## config.mk

```make
export PLATFORM = sky130hd
export DESIGN_NAME = ttfs_ram
export DESIGN_NICKNAME = d
export VERILOG_FILES = /design/src/ttfs_ram.sv
export SDC_FILE = /design/constraint.sdc
export NUM_CORES = 1
export LEC_CHECK = 0
export BUFFER_PORTS_ARGS = -buffer_cell sky130_fd_sc_hd__buf_2
export CORE_MARGIN = 2
export CORE_UTILIZATION = 60
export CTS_BUF_LIST = sky130_fd_sc_hd__clkbuf_8 sky130_fd_sc_hd__clkbuf_16
export CTS_CLUSTER_DIAMETER = 100
export DETAILED_ROUTE_END_ITERATION = 6
export GPL_ROUTABILITY_DRIVEN = 0
export GPL_TIMING_DRIVEN = 1
export PLACE_DENSITY = 0.83
export SLEW_MARGIN = 20
export SYNTH_ARGS = -nofsm -noshare
export SYNTH_HDL_FRONTEND = slang
export SYNTH_SLANG_ARGS = --single-unit
export TNS_END_PERCENT = 10
```

## constraint.sdc

```tcl
create_clock -name clk -period 4.33 [get_ports clk]
set_clock_uncertainty 0.2 [all_clocks]
set_input_delay 0.433 -clock clk [delete_from_list [all_inputs] [get_ports clk]]
set_output_delay 0.433 -clock clk [all_outputs]
set_load 0.01 [all_outputs]
```

## src/ttfs_ram.sv

```systemverilog
// Single-write, single-read memory with registered read data.
module ttfs_ram #(
	parameter int DEPTH = 16,
	parameter int WIDTH = 32
) (
	input  logic                     clk,
	input  logic                     we,
	input  logic [$clog2(DEPTH)-1:0] waddr,
	input  logic [WIDTH-1:0]         wdata,
	input  logic                     re,
	input  logic [$clog2(DEPTH)-1:0] raddr,
	output logic [WIDTH-1:0]         rdata
);
	logic [WIDTH-1:0] mem_q [DEPTH];
	logic [WIDTH-1:0] rdata_q;

	always_ff @(posedge clk) begin
		if (we) begin
			mem_q[waddr] <= wdata;
		end
		if (re) begin
			rdata_q <= mem_q[raddr];
		end
	end

	assign rdata = rdata_q;
endmodule

```

==> results_dict.tcl <==
set metrics [dict create \
    vdd_ir_drop_max_mv 0.297 \
    synth_area_leaders "edfxtp_1 81%, mux4_2 14%, a22oi_1 2.4%, nand2_1 0.61%, buf_4 0.41%" \
    route.detailed.wl_per_inst_um 31.5 \
    drc 0 \
    syn-instance-count 838 \
    synth_cell_types 17 \
    grt_max_degree 54 \
    finalCriticalPeriod_ns 2.30 \
    leakagePower_nw 7.35 \
    portBuffers 74 \
    synthesis.nets 881 \
    power_density_mw_per_mm2 468 \
    drv_cap 0 \
    worstPathRequired_ns 4.43 \
    status "finished clean" \
    htree_levels 2 \
    drive_above_1_share 0.325 \
    arrival_ns 2.40 \
    viasPerCell 6.60 \
    design.die.area_mm2 0.0351 \
    syn-mean-instance-area_um2 24.1 \
    cts_resized 0 \
    path_buf_inv 2 \
    drtPass1Iterations 6 \
    relSlewSlack 0.231 \
    async_reset_ff_frac 0 \
    cp_cell_sequence "buf_4 -> buf_4 -> mux4_2 -> a22oi_1 -> nand2_1" \
    n_fill_cell 1911 \
    track_usage 0.265 \
    path_delay_family "buffers and inverters" \
    grt_pass1_vias 9899 \
    root_buffer "clkbuf_16" \
    end_kind "flop" \
    synth_commonest_cells "544 x edfxtp_1, 128 x mux4_2, 64 x a22oi_1" \
    holdWs_ns 0.0484 \
    yosysSeqAreaShare 0.810 \
    hold_viol 0 \
    setup-tns-final_ns 0 \
    timing.fmax_ghz 0.434 \
    ant_nets 0 \
    die_y_um 187 \
    criticalPathCategory "in2reg" \
    grt-ovfl-total 0 \
    tightestPinTransition_ns 1.15 \
    crit_fanout 50 \
    die_x_um 187 \
    synth_edf_count 544 \
    synth_most_common_cell "edfxtp_1" \
    pin_count 75 \
    dpl.hpwl_um 22500 \
    wirelength_um 45300 \
    clock-sinks 544 \
    hold_class "in2reg" \
    cts_hold_buf 0 \
    setup_viol 0 \
    startpoint_type "primary input" \
    num_vias 9496 \
    syn2layout_area_growth_pct 13.3 \
    post-synth-top-area-fraction 0.810 \
    cts_buffers 49 \
    cp_slowest_stage_delay_ns 0.60 \
    core_mm2 0.0333 \
    cts_tree "yes" \
    fin_nets 990 \
    grt_pass1_wl_um 66500 \
    cpMostUsedCell "buf_4" \
    ys_warn_count 0 \
    synthesis.area_mm2 0.0202 \
    synth_seq_cells 544 \
    ys.flop_type "edfxtp_1" \
    first_iter_violations 1262 \
    cp_slowest_cell "buf_4" \
    antenna_found_initial 5 \
    insertion_delay_ns 0.56 \
    cts.clk_slew.worst_paths_ns 0.07 \
    synth_area_leader_cell "edfxtp_1" \
    rsz0062_at_grt "no" \
    fin_crit_sh 0.532 \
    clockBufferDepth 3 \
    cts_setup_buffers 0 \
    num_rows 67 \
    slew_viol_final 0 \
    start_util 0.606 \
]
==> cells by family (layout without fill, tap and decap cells) <==
group | after synthesis | count (layout) | synth area share
flip-flops | 544 | 544 | 0.810
multiplexers | 128 | 128 | 0.143
AO/OA/AOI/OAI | 64 | 64 | 0.0238
AND/OR/NAND/NOR | 59 | 59 | 0.0125
buffers and inverters | 43 | 192 | 0.0110
other | 0 | 3 | 0
==> power breakdown <==
group / switching (mW) / internal (mW)
Combinational: 0.316 / 0.207
Clock: 1.83 / 2.37
Sequential: 0.0427 / 5.93
Total: 2.19 / 8.51
==> layout by cell type, fill, tap and decap left out <==
cell type | synthesis | routed
a22oi_1 | 64 | 64
and2_2 | 0 | 1
buf_12 | 0 | 3
buf_16 | 0 | 1
buf_2 | 4 | 72
buf_4 | 11 | 24
bufinv_16 | 0 | 4
clkbuf_16 | 0 | 51
clkbuf_8 | 0 | 1
clkinv_1 | 0 | 11
clkinv_2 | 0 | 14
clkinvlp_4 | 0 | 1
diode_2 | 0 | 3
edfxtp_1 | 544 | 544
inv_1 | 0 | 9
inv_6 | 0 | 1
mux4_2 | 128 | 128
nand2_1 | 33 | 33
nand2b_1 | 2 | 2
nand3_1 | 1 | 1
nand3b_1 | 2 | 2
nor2_4 | 0 | 13
nor2b_4 | 0 | 2
nor3_2 | 0 | 4
or3b_2 | 1 | 1
==> worst reg2reg max path, cell delays in order, from the launching register on <==
cell	delay [ns]
edfxtp_1	0.41
mux4_2	0.53
a22oi_1	0.28
nand2_1	0.11
==> worst paths after layout <==
| kind | cells past startpoint | slack, ns | startpoint | endpoint |
|---|---|---|---|---|
| min reg2reg | 3 | 0.54 | mem_q[15][7] | rdata[7] |
| max reg2reg | 3 | 2.54 | mem_q[3][14] | rdata[14] |
| min | 1 | 0.05 | wdata[15] | mem_q[0][15] |
| max | 5 | 2.03 | raddr[1] | rdata[14] |
==> through the flow <==
stage | instance area (µm²) | util | instances | setup slack, ns | power [mW]
after floorplan | 20200 | - | 838 | 0.517 | 6.37
after global placement | 21300 | 0.639 | 1343 | 1.60 | 6.56
after detailed placement | 21300 | 0.639 | 1343 | 1.57 | 6.59
after CTS | 22800 | 0.686 | 1434 | 2.04 | 10.7
after global routing | 22900 | 0.687 | 1437 | 1.99 | 11.0
final | 22900 | 0.687 | 1438 | 2.03 | 10.7
==> sequential cells by signal (all words and copies together) (netlist names) <==
name and flops:
mem_q 512, rdata 32
==> final cells by class <==
class,instances,area (µm²),share of cell area
diodes,3,7.51,0.000328
clock buffers,51,1280,0.0558
clock inverters,40,282,0.0123
multi-input cells,251,3750,0.164
flip-flops and latches,544,16300,0.715
well taps,448,561,0.0245
repair buffers,101,642,0.0281
==> metal layers <==
layer  wire [µm]  vias to the layer above  global-route usage
met3        3490                      117              0.0405
met4        1550                        4              0.0969
met2       23700                      553               0.454
met1       16500                     5004               0.352
met5          26                        -                   0
li1            -                     3818                   -
Power figures use the tool's default switching activity.
