### src/ttfs_pkg.sv
// Shared types and codes of the thread-slot scheduler.
package ttfs_pkg;

	localparam int WORD_W = 32;
	localparam int CMD_W = 2;
	localparam int ID_W = 4;

	typedef enum logic [CMD_W-1:0] {
		CMD_CREATE = 2'd0,
		CMD_YIELD  = 2'd1,
		CMD_SCHED  = 2'd2,
		CMD_EXIT   = 2'd3
	} cmd_t;

	typedef enum logic [1:0] {
		ST_OK         = 2'd0,
		ST_FULL       = 2'd1,
		ST_BAD_TARGET = 2'd2,
		ST_NO_THREAD  = 2'd3
	} status_t;

	typedef struct packed {
		logic [CMD_W-1:0]         cmd;
		logic [ID_W-1:0]          target;
		logic [WORD_W-1:0]        entry_addr;
		logic signed [WORD_W-1:0] entry_param;
	} req_t;

	typedef struct packed {
		status_t                  status;
		logic [ID_W-1:0]          result_id;
		logic [ID_W-1:0]          running_id;
		logic                     first_dispatch;
		logic [WORD_W-1:0]        start_addr;
		logic signed [WORD_W-1:0] start_param;
	} rsp_t;

	// Controls of the shared minimum-stamp compare unit.
	typedef struct packed {
		logic clear;
		logic step;
		logic cand;
	} scan_ctl_t;

endpackage

### src/ttfs_min_unit.sv
// Shared compare unit: keeps the oldest stamp seen over a scan of the slots.
module ttfs_min_unit #(
	parameter int IDX_W = 4,
	parameter int STAMP_BITS = 32
) (
	input  logic                    clk,
	input  logic                    arst_n,
	input  ttfs_pkg::scan_ctl_t     ctl,
	input  logic [IDX_W-1:0]        idx,
	input  logic [STAMP_BITS-1:0]   stamp,
	output logic                    found,
	output logic [IDX_W-1:0]        pick
);
	logic                  have_q;
	logic [STAMP_BITS-1:0] best_q;
	logic [IDX_W-1:0]      pick_q;
	logic                  take;

	// Slots arrive in ascending order, so a strict compare leaves ties with the lowest index.
	assign take = ctl.step && ctl.cand && (!have_q || (stamp < best_q));

	always_ff @(posedge clk or negedge arst_n) begin
		if (!arst_n) begin
			have_q <= 1'b0;
		end else if (ctl.clear) begin
			have_q <= 1'b0;
		end else if (take) begin
			have_q <= 1'b1;
		end
	end

	always_ff @(posedge clk) begin
		if (take) begin
			best_q <= stamp;
			pick_q <= idx;
		end
	end

	assign found = have_q;
	assign pick  = pick_q;
endmodule
### config.mk
export PLATFORM = sky130hd
export DESIGN_NAME = ttfs_min_unit
export DESIGN_NICKNAME = d
export VERILOG_FILES = /design/src/ttfs_pkg.sv /design/src/ttfs_min_unit.sv
export SDC_FILE = /design/constraint.sdc
export NUM_CORES = 1
export LEC_CHECK = 0
export BUFFER_PORTS_ARGS = -buffer_cell sky130_fd_sc_hd__buf_2
export CAP_MARGIN = 15
export CORE_UTILIZATION = 25
export DETAILED_ROUTE_END_ITERATION = 12
export SLEW_MARGIN = 0
export SYNTH_ARGS = -nofsm -noshare
export SYNTH_HDL_FRONTEND = slang
export SYNTH_SLANG_ARGS = --single-unit
### constraint.sdc
create_clock -name clk -period 4.6 [get_ports clk]
set_input_delay 0.69 -clock clk [delete_from_list [all_inputs] [get_ports clk]]
set_output_delay 0.69 -clock clk [all_outputs]
set_load 0.05 [all_outputs]
==> results of run 1 <==
-- logic make-up after synthesis --
family          Yosys count  share of synthesized area [%]
simple gates             23                           6.18
flops                    37                           57.5
fa+ha+maj                31                           20.2
buf+inv                  31                           6.05
compound gates           26                           10.1
-- cell type report --
class                      instances  area, um^2  area share [%]
clock buffer                       6        72.6            3.05
clock inverter                     1        3.75           0.158
inverter                          31         116            4.89
multi-input combinational         80         717            30.1
sequential                        37        1110            46.5
tap                               99         124            5.21
timing repair buffer              47         240            10.1
-- worst max-delay path: cells and delay by family --
family / cells / cell delay (ns)
fa+ha+maj: 1 / 0.31
buf+inv: 2 / 0.44
compound gates: 5 / 1.37
-- placed cells by master, fill, tap and decap left out --
master,netlist,layout
and4_1,1,1
nand2_1,8,8
nand3_1,4,4
a31oi_4,0,1
a221o_1,1,1
a211o_1,1,1
a21o_1,3,3
dfrtp_1,1,1
a2111oi_0,1,1
and2_1,1,1
and4_2,1,1
or2_1,1,1
inv_1,31,31
clkbuf_1,0,1
nor2_1,2,2
o21ai_0,1,1
buf_2,0,45
edfxtp_1,36,36
a21oi_1,9,9
o211ai_1,1,1
a21oi_2,2,2
a221oi_1,1,1
o2111ai_4,1,1
nand2b_1,2,2
o2111ai_1,1,1
ha_1,31,31
clkinv_1,0,1
nand4_1,2,2
nor3_1,1,1
buf_4,0,2
o21a_1,2,2
clkbuf_8,0,5
o21ai_1,1,1
-- routing by layer --
layer	up-vias	GRT usage (%)	part of all wire [%]
li1	643	-	-
met1	534	11.2	50
met2	30	14.1	44
met3	4	2.88	4.8
met4	0	3.83	1.2
met5	-	0	0
-- state kept, by name, summed over array words and instances, names as in the netlist --
signal / count
best_q: 32
found: 1
pick: 4
-- through the flow --
step / worst slack, ns / hold WS (ns) / util, %
2_1_floorplan: 0.491 / 0.394 / -
3_3_place_gp: 1.47 / 0.465 / 31.4
3_5_place_dp: 1.42 / 0.466 / 31.4
4_1_cts: 1.72 / 0.151 / 32.5
5_1_grt: 1.60 / 0.149 / 32.5
6_report: 1.76 / 0.166 / 32.5
-- where the power goes --
part           total, mW  leakage, nW  switching, mW  internal (mW)
Sequential         0.392        0.350        0.00382          0.388
Combinational     0.0941        0.699         0.0534         0.0407
Clock              0.211       0.0387          0.109          0.102
Total              0.697         1.09          0.166          0.531
-- path summary, 6_finish.rpt --
check                                 endpoint  cells past startpoint                 start
max                        best_q[1]$_DFFE_PP_                      8             stamp[17]
min                          found$_DFFE_PN0P_                      1                arst_n
max reg2reg                best_q[1]$_DFFE_PP_                      8  best_q[19]$_DFFE_PP_
min reg2reg                  found$_DFFE_PN0P_                      2     found$_DFFE_PN0P_
max in group asynchronous    found$_DFFE_PN0P_                      1                arst_n
min in group clk             found$_DFFE_PN0P_                      2                ctl[2]
==> flow_summary.toml, run 1 <==
[status]
status = "completed"

[cells_and_area]
final_area_mm2 = 0.00238
fillers = 734
final_nets = 274
fin_cells = 301
area_growth_pct = 23.7
layout-drive-gt1-share_pct = 28.2
antenna_cells = 0

[cts]
post-cts-setup-buffers = 0
cts_buffer_depth = 2
clk_latency_ns = 0.28
numCtsBuffers = 5
root_buffer = "clkbuf_8"
cts.sinks = 37
path_clk_slew_ns = 0.07
cts_resized = 0
cts_hold_buf = 0
cts_tree = "built"
cts_htree_levels = 2

[place]
dpl.cell_count = 294
gp_routability_congestion = 0.706
post-dp-hpwl_um = 2670
io_buffers = 45
placed_cell_area_mm2 = 0.00230

[global_routing]
overflow = 0
grt_pass1_vias = 1246
grt_max_degree = 17
antenna_found_initial = 0
grt_pass1_wl_um = 5580
grtUsageTotal_pct = 8.94

[synthesis]
yosys-top-cells-area = "edfxtp_1 (56%), ha_1 (20%), inv_1 (6.0%)"
synth_top_area_share_pct = 56.2
synth.distinct_cells = 28
netlist_top_cells_count = "edfxtp_1 (36), ha_1 (31), inv_1 (31)"
synthesis.nets = 220
yosysSeqAreaShare_pct = 57.5
ys.flop_type = "edfxtp_1"
ys_async_sr_fraction_pct = 2.70
syn_area_mm2 = 0.00192
synth_edf_count = 36
syn_area_per_cell_um2 = 13.0
yosysWarnings = 0
synth_largest_area_cell = "edfxtp_1"
yosysMostFrequentCell = "edfxtp_1"
synthCells = 148
ys_ff_latch = 37

[sta]
drv_slew = 0
finalClockSkew_ns = 0.00610
fin_crit_sh_pct = 61.8
fmax_mhz = 352
setup_viol_count_final = 0
setup_tns_ns = 0
fin_crit_ns = 2.84
rsz0062_at_grt = "no"
maxSlewHeadroom_pct = 62.3
worst_slew_pin_slew_ns = 0.566
hold_violations = 0

[critical_path]
worstPathCellList = "buf_2, ha_1, a21oi_2, o21ai_1, a221o_1, a211o_1, a31oi_4, buf_4"
worst_setup_path_start_kind = "input pin"
cp_slowest_cell = "a31oi_4"
worstSetupEndpointType = "register"
required_ns = 4.58
r2r_slack_ns = 1.94
crit_arrival_ns = 2.82
critical_path.max_stage_delay_ns = 0.48
crit_fanout = 16
crit_type = "in -> reg"

[route]
dr.pass1.iters = 4
wl_per_cell_um = 11.1
route.vias.total = 1211
ant_nets = 0
drcViolationCount = 0
via_per_inst = 4.02
drt_wl_total_um = 3330
initialDrtViolationCount = 27

[floorplan]
initial_utilization_pct = 26.3
core_mm2 = 0.00733
die_x_um = 89.7
io_pins = 46
die_h_um = 89.7
rows = 31
die_area_mm2 = 0.00805

[power]
power_mw = 0.697
ir_worst_vdd_uv = 160
pwr_density_cell_mw_per_mm2 = 293
power.leakage_nw = 1.09

[worst_hold_path]
hold_class = "in -> async"

[run]
max_cap_violations = 0
(Power assumes the default switching activity.)
==> run 2: changes to the inputs <==
Clock period 4.6 ns to 2.7 ns, I/O delays scaled along.
==> run 2 against run 1 <==
  * Clock power rose to 2.6 times the previous value
  * Sequential share of layout area down 1.9 points
  * Routed wire length decreased by 1.0%
  * Combinational power increased by 79%
  * First-iteration DRC count is 19% higher
  * Via count rose by 1.8%
  * Non-clock buffer count grew 2
  * Clock-buffer cell count down 1
  * Die area unchanged
  * Clock skew barely moved
  * Worst setup slack got worse by 1.3 ns
  * Sequential cell count unchanged
==> flow_summary.toml, run 2 (same netlist as run 1, synthesis figures left out) <==
[power]
p_clk_share_pct = 39.9
power_mw = 1.39
ir_worst_vdd_uv = 239
power.leakage_nw = 1.13
intPower_mw = 1.10
swShare_pct = 20.8
switchingPower_mw = 0.289
combPwrFrac_pct = 12.1
pwr_density_cell_mw_per_mm2 = 562
seqPwrFrac_pct = 48.0

[cells_and_area]
register_area_mm2 = 0.00111
layout-drive-gt1-share_pct = 29.8
multi_input_area_um2 = 717
fillers = 746
regMostFlops = "best_q"
largest_reg_flops = 32
final_common_cell = "buf_2"
antenna_cells = 0
final_nets = 276
layout_common_cells = "buf_2 (45), edfxtp_1 (36), inv_1 (31), ha_1 (31), a21oi_1 (9)"
area_growth_pct = 28.9

[sta]
drv_slew = 0
setup_viol_count_final = 0
fmax_mhz = 440
setup_tns_ns = 0
maxSlewHeadroom_pct = 69.9
worst_slew_pin_slew_ns = 0.440
fin_crit_ns = 2.27
hold_violations = 0
rsz0062_at_grt = "no"
fin_crit_sh_pct = 84.2
finalWorstSetupSlack_ns = 0.426
finalClockSkew_ns = 0.00604

[cts]
numCtsBuffers = 5
post-cts-setup-buffers = 0
root_buffer = "clkbuf_8"
cts_resized = 0
cts_hold_buf = 1
cts_htree_levels = 2
clk_latency_ns = 0.29
cts.sinks = 37
cts_buffer_depth = 2
cts_tree = "built"
path_clk_slew_ns = 0.07

[global_routing]
overflow = 0
grtUsageTotal_pct = 8.67
grt_pass1_wl_um = 5380
grt_max_degree = 18
grt_pass1_vias = 1165
antenna_found_initial = 0

[route]
drcViolationCount = 0
top_layer = "met4"
initialDrtViolationCount = 32
ant_nets = 0
via_per_inst = 4.06
drt-met1-wl_um = 1530
wl_per_cell_um = 10.8
drt_wl_total_um = 3290
dr.pass1.iters = 3
route.vias.total = 1233
met3_length_um = 147
dr_wl_met2_um = 1560

[place]
io_buffers = 45
gp_routability_congestion = 0.717
post-dp-hpwl_um = 2720
place_ws_ns = 0.210

[floorplan]
rows = 31
die_x_um = 89.7
core_mm2 = 0.00733
initial_utilization_pct = 26.3
die_h_um = 89.7
io_pins = 46
die_area_mm2 = 0.00805

[critical_path]
crit_buf_inv = 2
cp_slowest_cell = "edfxtp_1"
critical_path.max_stage_delay_ns = 0.37
crit_arrival_ns = 2.27
crit_type = "reg -> reg"
worstSetupEndpointType = "register"
worstPathCellList = "inv_1, ha_1, a21oi_2, o21ai_1, a221o_1, a211o_1, a31oi_4, buf_12"
crit_fanout = 17
path_delay_family = "compound AO/OA/AOI/OAI gates"
required_ns = 2.70
worst_setup_path_start_kind = "register"

[run]
max_cap_violations = 0

[status]
status = "completed"

[worst_hold_path]
hold_class = "in -> reg"
run 2: final cells by class:
type / instances / share of cell area [%]
flip-flops and latches: 37 / 44.6
repair buffers: 49 / 11.4
clock inverters: 3 / 2.62
multi-input cells: 80 / 28.9
inverters: 31 / 4.69
clock buffers: 5 / 2.77
well taps: 99 / 4.99
run 2: final timing paths:
path / from / to / slack (ns) / cells after the start
worst min register to register: found$_DFFE_PN0P_ / found$_DFFE_PN0P_ / 0.66 / 2
worst min-delay path: ctl[2] / found$_DFFE_PN0P_ / 0.26 / 2
max in group asynchronous: arst_n / found$_DFFE_PN0P_ / 2.20 / 2
worst max-delay path: best_q[19]$_DFFE_PP_ / best_q[1]$_DFFE_PP_ / 0.43 / 8
min in group asynchronous: arst_n / found$_DFFE_PN0P_ / 0.41 / 2
worst max register to register: best_q[19]$_DFFE_PP_ / best_q[1]$_DFFE_PP_ / 0.43 / 8
run 2: layer usage:
layer	vias up	track usage, %
li1	649	-
met1	554	10.9
met2	24	13.7
met3	6	2.71
met4	0	3.69
met5	-	0
run 2: through the flow:
stage | hold WS, ns | std cells | cell area [um^2] | util [%]
global placement | 0.183 | 295 | 2340 | 31.9
detailed placement | 0.183 | 295 | 2340 | 31.9
finish | 0.261 | 304 | 2480 | 33.8
global route | 0.253 | 304 | 2480 | 33.8
CTS | 0.250 | 304 | 2480 | 33.8
floorplan | 0.109 | 148 | 1940 | -
run 2: power by group through the flow:
stage	Clock [mW]	Sequential, mW	Combinational [mW]
6_report	0.556	0.668	0.168
5_1_grt	0.592	0.671	0.192
4_1_cts	0.576	0.668	0.173
3_5_place_dp	0	0.681	0.171
3_3_place_gp	0	0.681	0.168
2_1_floorplan	0	0.693	0.0839
==> run 3: changes to the inputs <==
Clock period 2.7 ns to 2 ns, I/O delays scaled along.
==> run 3 against run 2 <==
  * The run now ends with setup timing left
  * Worst hold slack worse by 0.11 ns
  * Design area is 1.3% higher
  * Critical path depth is the same
  * Sequential power rose by 35%
  * Worst setup slack worse by 0.64 ns
  * Sequential share of layout area down 0.58 points
  * Global-route usage is 0.37 points higher
  * Largest cell class unchanged
==> flow_summary.toml, run 3 (same netlist as run 1, synthesis figures left out) <==
[status]
status = "finished, violations left"
violations = "setup timing"

[sta]
finalClockSkew_ns = 0.00625
maxSlewHeadroom_pct = 79.9
fin_hold_ws_ns = 0.153
drv_slew = 0
setup_viol_count_final = 36
fin_crit_ns = 2.21
fmax_mhz = 452
hold_violations = 0
worst_slew_pin_slew_ns = 0.301
fin_crit_sh_pct = 111
rsz0062_at_grt = "yes"
finalWorstSetupSlack_ns = -0.210

[floorplan]
rows = 31
die_x_um = 89.7
core_mm2 = 0.00733
initial_utilization_pct = 26.3
die_area_mm2 = 0.00805
die_h_um = 89.7
io_pins = 46

[route]
drcViolationCount = 0
via_per_inst = 4.11
ant_nets = 0
route.vias.total = 1275
wl_per_cell_um = 11.0
drt_wl_total_um = 3410
initialDrtViolationCount = 49
dr.pass1.iters = 4

[place]
gp_routability_congestion = 0.710
io_buffers = 45
post-dp-hpwl_um = 2780
dpl.cell_count = 301

[critical_path]
crit_arrival_ns = 2.20
crit_fanout = 29
worstSetupEndpointType = "register"
crit_buf_inv = 2
worst_r2r_startpoint = "best_q[19]$_DFFE_PP_"
critical_path.max_stage_delay_ns = 0.37
worst_setup_path_start_kind = "register"
critPathLaunch = "best_q[19]$_DFFE_PP_"
r2r_slack_ns = -0.21
cp_slowest_cell = "edfxtp_1"
worstPathCellList = "inv_2, ha_4, a21oi_2, o21ai_1, a221o_1, a211o_1, a31oi_4, buf_12"
path_delay_family = "compound AO/OA/AOI/OAI gates"
crit_type = "reg -> reg"
crit-reg2reg-capture = "best_q[21]$_DFFE_PP_"
required_ns = 1.99
r2r_cells = 8

[cells_and_area]
final_common_cell = "buf_2"
final_nets = 282
antenna_cells = 0
layout-drive-gt1-share_pct = 34.6
fin_cells = 310
layout_common_cells = "buf_2 (45), edfxtp_1 (36), inv_1 (29)"
area_growth_pct = 30.6
regMostFlops = "best_q"
largest_reg_flops = 32

[power]
swShare_pct = 24.0
p_clk_share_pct = 30.0
ir_worst_vdd_uv = 252
intPower_mw = 1.25
switchingPower_mw = 0.394
seqPwrFrac_pct = 54.9
pwr_density_cell_mw_per_mm2 = 655
power.leakage_nw = 1.14
combPwrFrac_pct = 15.1

[worst_hold_path]
holdPathStages = 2
hold_end = "found$_DFFE_PN0P_"
hp-start = "ctl[2]"
hold_class = "in -> reg"

[cts]
cts.sinks = 37
cts_buffer_depth = 2
cts_htree_levels = 2
path_clk_slew_ns = 0.07
cts_tree = "built"
numCtsBuffers = 5
clk_latency_ns = 0.29
root_buffer = "clkbuf_8"
post-cts-setup-buffers = 0

[global_routing]
overflow = 0
antenna_found_initial = 0
grt_max_degree = 30
grtUsageTotal_pct = 9.03
grt_pass1_vias = 1220
grt_pass1_wl_um = 5660

[run]
max_cap_violations = 0
[run 3: cell types whose count changed in the layout (fill, tap and decap cells not counted), moves of 2 or more]
cell	change
buf_4	+6
ha_4	+3
ha_1	-3
inv_2	+2
inv_1	-2
bufinv_16	-2
[run 3: power groups by stage]
stage | combinational, mW | clock (mW) | sequential (mW)
3_3_place_gp | 0.241 | 0 | 0.920
4_1_cts | 0.254 | 0.517 | 0.903
3_5_place_dp | 0.247 | 0 | 0.921
2_1_floorplan | 0.118 | 0 | 0.936
5_1_grt | 0.286 | 0.542 | 0.905
6_report | 0.249 | 0.493 | 0.903
[run 3: layout make-up]
cell class / instances / area [um^2]
Sequential cell: 37 / 1110
Inverter: 31 / 116
Tap cell: 99 / 124
Timing Repair Buffer: 55 / 319
Clock buffer: 6 / 72.6
Fill cell: 732 / 4820
Multi-Input combinational cell: 80 / 764
Clock inverter: 2 / 10.0
[run 3: repair_timing]
item / CTS / global route
hold buffers: 1 / 0
endpoints found under the setup margin: 36 / 36
resized for setup: 4 / 1
pin swaps: 1 / 0
endpoints found under the hold margin: 1 / 0
[run 3: layer usage]
layer / wire length [um] / part of all wire, % / GRT usage (%)
met5: 0 / 0 / 0
met4: 57 / 1.7 / 4.10
met3: 137 / 4.0 / 2.71
met2: 1650 / 48 / 14.4
met1: 1570 / 46 / 11.2
[run 3: worst max-delay path by stage]
stage / endpoint / cells after the start / slack, ns
6_report: best_q[21]$_DFFE_PP_ / 8 / -0.21
5_1_grt: best_q[21]$_DFFE_PP_ / 8 / -0.30
4_1_cts: best_q[21]$_DFFE_PP_ / 8 / -0.22
3_5_place_dp: best_q[22]$_DFFE_PP_ / 7 / -0.35
3_3_place_gp: best_q[1]$_DFFE_PP_ / 7 / -0.29
2_1_floorplan: best_q[0]$_DFFE_PP_ / 6 / -0.49
[run 3: worst reg2reg max path, delay by kind of cell (launching register included)]
family	cells	cell delay (ns)
buffers and inverters	2	0.31
adders and majority gates	1	0.20
DFF	1	0.37
AOI/OAI and AO/OA	5	1.03
[run 3: metrics by stage]
step           area (um^2)  TNS, ns  util, %  total power [mW]  setup slack [ns]
4_1_cts               2510    -7.33     34.2              1.67            -0.223
3_5_place_dp          2410   -12.31     32.8              1.17            -0.349
3_3_place_gp          2410   -10.31     32.8              1.16            -0.294
6_report              2510    -6.76     34.3              1.64            -0.210
2_1_floorplan         1980   -17.67        -              1.05            -0.491
5_1_grt               2510    -9.98     34.3              1.73            -0.301
